==> src/hw/rtl/alr_pkg.sv <==
`timescale 1ns / 1ps

package alr_pkg;

  // Store geometry and sample format.
  localparam int LOOP_DEPTH = 65536;
  localparam int SAMPLE_W   = 24;
  localparam int ADDR_W     = $clog2(LOOP_DEPTH);
  localparam int CNT_W      = ADDR_W + 1;
  localparam int CFG_W      = 17;
  localparam int OP_W       = 3;
  localparam int MODE_W     = 2;
  localparam int ACC_W      = SAMPLE_W + 2;

  // Stream payload widths, padded to whole bytes.
  localparam int IN_DATA_W  = ((2 * SAMPLE_W + MODE_W + 7) / 8) * 8;
  localparam int OUT_DATA_W = ((2 * SAMPLE_W + 7) / 8) * 8;

  localparam logic [OP_W-1:0] OP_SAMPLE = 3'd0;
  localparam logic [OP_W-1:0] OP_MODE   = 3'd1;
  localparam logic [OP_W-1:0] OP_STORE  = 3'd2;
  localparam logic [OP_W-1:0] OP_CLRT   = 3'd3;
  localparam logic [OP_W-1:0] OP_CLRA   = 3'd4;

  localparam logic [MODE_W-1:0] MODE_STOP   = 2'd0;
  localparam logic [MODE_W-1:0] MODE_RECORD = 2'd1;
  localparam logic [MODE_W-1:0] MODE_PLAY   = 2'd2;

  localparam logic signed [ACC_W-1:0] ACC_SMAX =
    ACC_W'((64'sd1 <<< (SAMPLE_W - 1)) - 64'sd1);
  localparam logic signed [ACC_W-1:0] ACC_SMIN = ~ACC_SMAX;

  typedef logic signed [ACC_W-1:0] acc_t;

  // One stereo frame; left sits in the low bits.
  typedef struct packed {
    logic signed [SAMPLE_W-1:0] r;
    logic signed [SAMPLE_W-1:0] l;
  } frame_t;

  typedef struct packed {
    acc_t r;
    acc_t l;
  } acc_pair_t;

  function automatic acc_t sext_acc(input logic [SAMPLE_W-1:0] x);
    return {{(ACC_W - SAMPLE_W){x[SAMPLE_W-1]}}, x};
  endfunction

endpackage

==> src/hw/rtl/alr_sat_add.sv <==
`timescale 1ns / 1ps

// Shared two-lane adder with saturation to the sample range.
module alr_sat_add (
  input  alr_pkg::acc_pair_t a_i,
  input  alr_pkg::acc_pair_t b_i,
  output alr_pkg::acc_pair_t sum_o,
  output alr_pkg::frame_t    sat_o
);
  import alr_pkg::*;

  acc_pair_t sum;

  always_comb begin
    sum.l = a_i.l + b_i.l;
    sum.r = a_i.r + b_i.r;
    if (sum.l > ACC_SMAX) begin
      sat_o.l = ACC_SMAX[SAMPLE_W-1:0];
    end else if (sum.l < ACC_SMIN) begin
      sat_o.l = ACC_SMIN[SAMPLE_W-1:0];
    end else begin
      sat_o.l = sum.l[SAMPLE_W-1:0];
    end
    if (sum.r > ACC_SMAX) begin
      sat_o.r = ACC_SMAX[SAMPLE_W-1:0];
    end else if (sum.r < ACC_SMIN) begin
      sat_o.r = ACC_SMIN[SAMPLE_W-1:0];
    end else begin
      sat_o.r = sum.r[SAMPLE_W-1:0];
    end
  end

  assign sum_o = sum;

endmodule

==> config.mk <==
export PLATFORM = sky130hd
export DESIGN_NAME = alr_sat_add
export DESIGN_NICKNAME = d
export VERILOG_FILES = /design/src/hw/rtl/alr_pkg.sv /design/src/hw/rtl/alr_sat_add.sv
export SDC_FILE = /design/constraint.sdc
export NUM_CORES = 1
export LEC_CHECK = 0
export BUFFER_PORTS_ARGS = -buffer_cell sky130_fd_sc_hd__clkbuf_2
export CORE_MARGIN = 5
export CORE_UTILIZATION = 42
export DETAILED_ROUTE_END_ITERATION = 8
export GPL_TIMING_DRIVEN = 1
export PLACE_DENSITY = 0.81
export SLEW_MARGIN = 20
export SYNTH_ARGS = -nofsm -noshare
export SYNTH_HDL_FRONTEND = slang
export SYNTH_SLANG_ARGS = --single-unit
==> constraint.sdc <==
create_clock -name vclk -period 2.6
set_input_delay 0.13 -clock vclk [all_inputs]
set_output_delay 0.13 -clock vclk [all_outputs]
set_load 0.01 [all_outputs]
* After elaboration in Yosys (flattened, before gate mapping)
Index checks and enable logic that the tools add are counted.
** Storage, ports and cells
- Output and inout bits :: 100
- Input port bits :: 104
- Logic and storage cells :: 10
- Register bits after elaboration :: 0
** Operators by class
- $add $sub $neg :: 2
- Multiplexer cells :: 4
- Order comparisons :: 4
** Operators with widths (count)
- 24-bit two-way mux :: 4
- 26-bit adder :: 2
- 26-bit by 24-bit greater-than comparator with 1-bit output, second input constant :: 2
- 26-bit by 24-bit less-than comparator with 1-bit output, second input constant :: 2

* Longest topological paths before layout
- Depth after elaboration :: 4
- Gate-level depth with buffers :: 13
- Depth with buffers taken out :: 10

* Worst setup path after synthesis
OpenSTA, ideal clock, no wires.
- Kind :: input to output
- Start :: in a_i[26] (netlist name)
- End :: out sat_o[24] (netlist name)
- Stages :: 11
- Path slack :: -0.221 ns
- Data arrival time :: 2.691 ns
- Path buffers :: 1
- Data required time :: 2.470 ns
- Path through :: ha_1 fa_1 a21o_1 a221o_1 a41oi_2 o211ai_1 or3_1 nand4_1 a21boi_2 buf_4 a21oi_1
** RTL lines
- start: declaration :: RTL line alr_sat_add.sv:5 : input alr_pkg::acc_pair_t a_i,
- end: declaration :: RTL line alr_sat_add.sv:8 : output alr_pkg::frame_t sat_o

==> impl_table.tex <==
\begin{tabular}{lr}
\hline
Metric & Value \\
\hline
\multicolumn{2}{l}{\textbf{Finish}} \\
Number of clock buffers in the layout & 0 \\
Area of all sequential standard cells & 0 um\^{}2 \\
Final net count & 970 \\
Layout Cells excl Fill & 914 \\
Share of layout cells above drive strength 1 & 0.574 \\
Num sequential & 0 \\
Synthesis-to-layout area growth & 89.7\% \\
Number of antenna diodes & 0 \\
\multicolumn{2}{l}{\textbf{Route}} \\
Detailed router's first-iteration violation count & 245 \\
Post-DR vias/cell & 5.79 \\
Overall routed net length & 17.3 mm \\
Routed Antenna Nets & 0 \\
1st-pass router iterations & 5 \\
Via count & 5296 \\
DRC errors left & 0 \\
WL per Instance & 18.9 um \\
\multicolumn{2}{l}{\textbf{Critical path}} \\
Kind of end point of the critical path & output port \\
Worst setup path startpoint & a\_i[26] \\
Arrival time worst endpoint & 2.86 ns \\
Peak fanout along the critical path & 7 \\
Critical Path Start Type & primary input \\
Critical path class & in -> out \\
Required time of the worst setup path & 2.47 ns \\
\multicolumn{2}{l}{\textbf{Global routing}} \\
Congestion Overflow GR & 0 \\
Overall fraction of global-route tracks in use & 0.293 \\
Vias in the first global route & 5183 \\
Pin count of the biggest net entering global routing & 19 \\
Global-route wire length before repair & 24.4 mm \\
Antenna violations before repair & 0 \\
\multicolumn{2}{l}{\textbf{Status}} \\
Violations in the final reports & negative setup slack \\
Outcome & complete, but fails checks \\
\multicolumn{2}{l}{\textbf{Pwr}} \\
Maximum resistive drop on vdd & 0.277 mV \\
Reg power frac & 0 \\
Internal Pwr Total & 1.43 mW \\
P per Cell Area & 474 nW/um\^{}2 \\
Tot Pwr & 3.03 mW \\
Switching power share of the total & 0.529 \\
Reported leakage power & 3.26 nW \\
Logic pwr share & 1.000 \\
Share of power burned in the clock network & 0 \\
Net switching power figure & 1.60 mW \\
\multicolumn{2}{l}{\textbf{Timing}} \\
Remaining max-slew budget at the tightest pin & 0.707 \\
Fraction of the cycle the final worst path needs & 1.15 \\
Max frequency & 335 MHz \\
Setup repair after global routing missed its margin & true \\
Max-slew violations & 0 \\
Total count of hold-check failures in the final report & 0 \\
Measured slew at the worst slew-check pin & 0.437 ns \\
Hold\_ws & 0.579 ns \\
Minimum clock period & 2.99 ns \\
Final setup viols & 47 \\
Final worst setup slack & -0.389 ns \\
Setup TNS & -11.02 ns \\
\multicolumn{2}{l}{\textbf{Synth}} \\
Post-Synthesis Cell Area & 3370 um\^{}2 \\
Top cells by area, synth & ha\_1, a21oi\_1, xnor2\_1 \\
Area share of the largest cell type after synthesis & 0.186 \\
Nets in the synthesized netlist & 645 \\
Fraction of the yosys area taken by sequential cells & 0 \\
Mean post-synth cell area & 6.89 um\^{}2 \\
Post-synthesis cell type with the largest combined area & ha\_1 \\
Distinct cells, synth & 64 \\
Cells after Synth & 489 \\
Total number of yosys warnings & 0 \\
\multicolumn{2}{l}{\textbf{Floorplanning}} \\
Core footprint & 7770 um\^{}2 \\
Chip width & 99.6 um \\
Number of standard-cell rows in the floorplan & 32 \\
Top-Level Pins & 204 \\
Die Area & 9910 um\^{}2 \\
Starting Density & 0.434 \\
Die outline height & 99.6 um \\
\multicolumn{2}{l}{\textbf{Worst hold path}} \\
Hold crit path type & in -> out \\
Startpoint of the most critical hold path & a\_i[0] \\
\multicolumn{2}{l}{\textbf{Placement}} \\
Detailed placer's ending HPWL & 12.1 mm \\
Pre-CTS setup slack & -0.381 ns \\
RD Place Congestion & 0.957 \\
Placed cells & 887 \\
Number of buffer cells added on primary ports & 204 \\
\multicolumn{2}{l}{\textbf{Run}} \\
Max-capacitance violation count & 0 \\
\hline
\end{tabular}
through the flow:
stage / instance area (um^2) / util
2_1_floorplan: 3530 / -
3_3_place_gp: 5430 / 0.699
3_5_place_dp: 5430 / 0.699
4_1_cts: 6060 / 0.780
5_1_grt: 6390 / 0.823
6_report: 6390 / 0.823
timing repair:
action,in CTS,in global routing
resized for setup,65,82
setup buffers,26,10
hold buffers,0,0
cloned,4,2
pin swaps,30,37
setup endpoints to repair,51,60
critical path, cell delays in order:
cell and delay (ns):
buf_8 0.10, ha_4 0.15, fa_2 0.34, a21o_1 0.18, a221o_1 0.35, a41oi_2 0.20, o211ai_1 0.13, or3_1 0.37
nand4_1 0.13, buf_4 0.16, o21bai_4 0.15, buf_4 0.19, a21oi_4 0.13, buf_2 0.14
kinds of logic after synthesis:
group,synth area share
compound gates,0.405
xor+xnor,0.122
fa+ha+maj,0.198
buf+inv,0.0869
mux,0.00297
simple gates,0.185
routing by layer:
layer / up-vias / wire length [um] / GRT usage
li1: 2452 / - / -
met1: 2444 / 6270 / 0.339
met2: 339 / 9080 / 0.569
met3: 61 / 1280 / 0.0316
met4: 0 / 643 / 0.0651
met5: - / 0 / 0
path summary, 6_finish.rpt:
check	to	slack [ns]	depth (start not counted)
worst max-delay path	sat_o[25]	-0.39	14
worst min-delay path	sum_o[0]	0.58	3
cell usage after synthesis, drive strengths merged (8+ instances only):
master / instances
buf: 12
a21oi: 60
xnor2: 27
o21a: 9
a21o: 18
a22oi: 10
xor2: 17
nand4: 8
o21bai: 8
o21ai: 43
nor2: 37
nand3: 11
nand2: 31
inv: 48
ha: 50
nor3: 11
power by group through the flow:
stage	logic, mW	clock network, mW	registers [mW]
2_1_floorplan	1.41	0	0
3_3_place_gp	2.38	0	0
3_5_place_dp	2.44	0	0
4_1_cts	2.77	0	0
5_1_grt	3.21	0	0
6_report	3.03	0	0
layout by cell type (no fill, tap or decap), drive strengths merged, types with 5 or more instances in the layout:
| cell | count |
|---|---|
| inv | 48 |
| o21ai | 43 |
| a21o | 18 |
| xnor2 | 27 |
| a22oi | 10 |
| o21a | 9 |
| o31ai | 6 |
| o22ai | 7 |
| clkbuf | 180 |
| or3 | 5 |
| nand4 | 8 |
| and3 | 5 |
| a211oi | 6 |
| buf | 160 |
| and2 | 6 |
| nand3 | 11 |
| nor3 | 11 |
| a21oi | 60 |
| xor2 | 17 |
| ha | 50 |
| a31oi | 5 |
| nor2 | 37 |
| nand2 | 31 |
| o21bai | 8 |
layout make-up:
class / instances / area (um^2)
inverters: 49 / 189
fillers: 481 / 1380
repair buffers: 340 / 2320
well taps: 102 / 128
multi-input cells: 423 / 3750
Power figures use the tool's default switching activity.
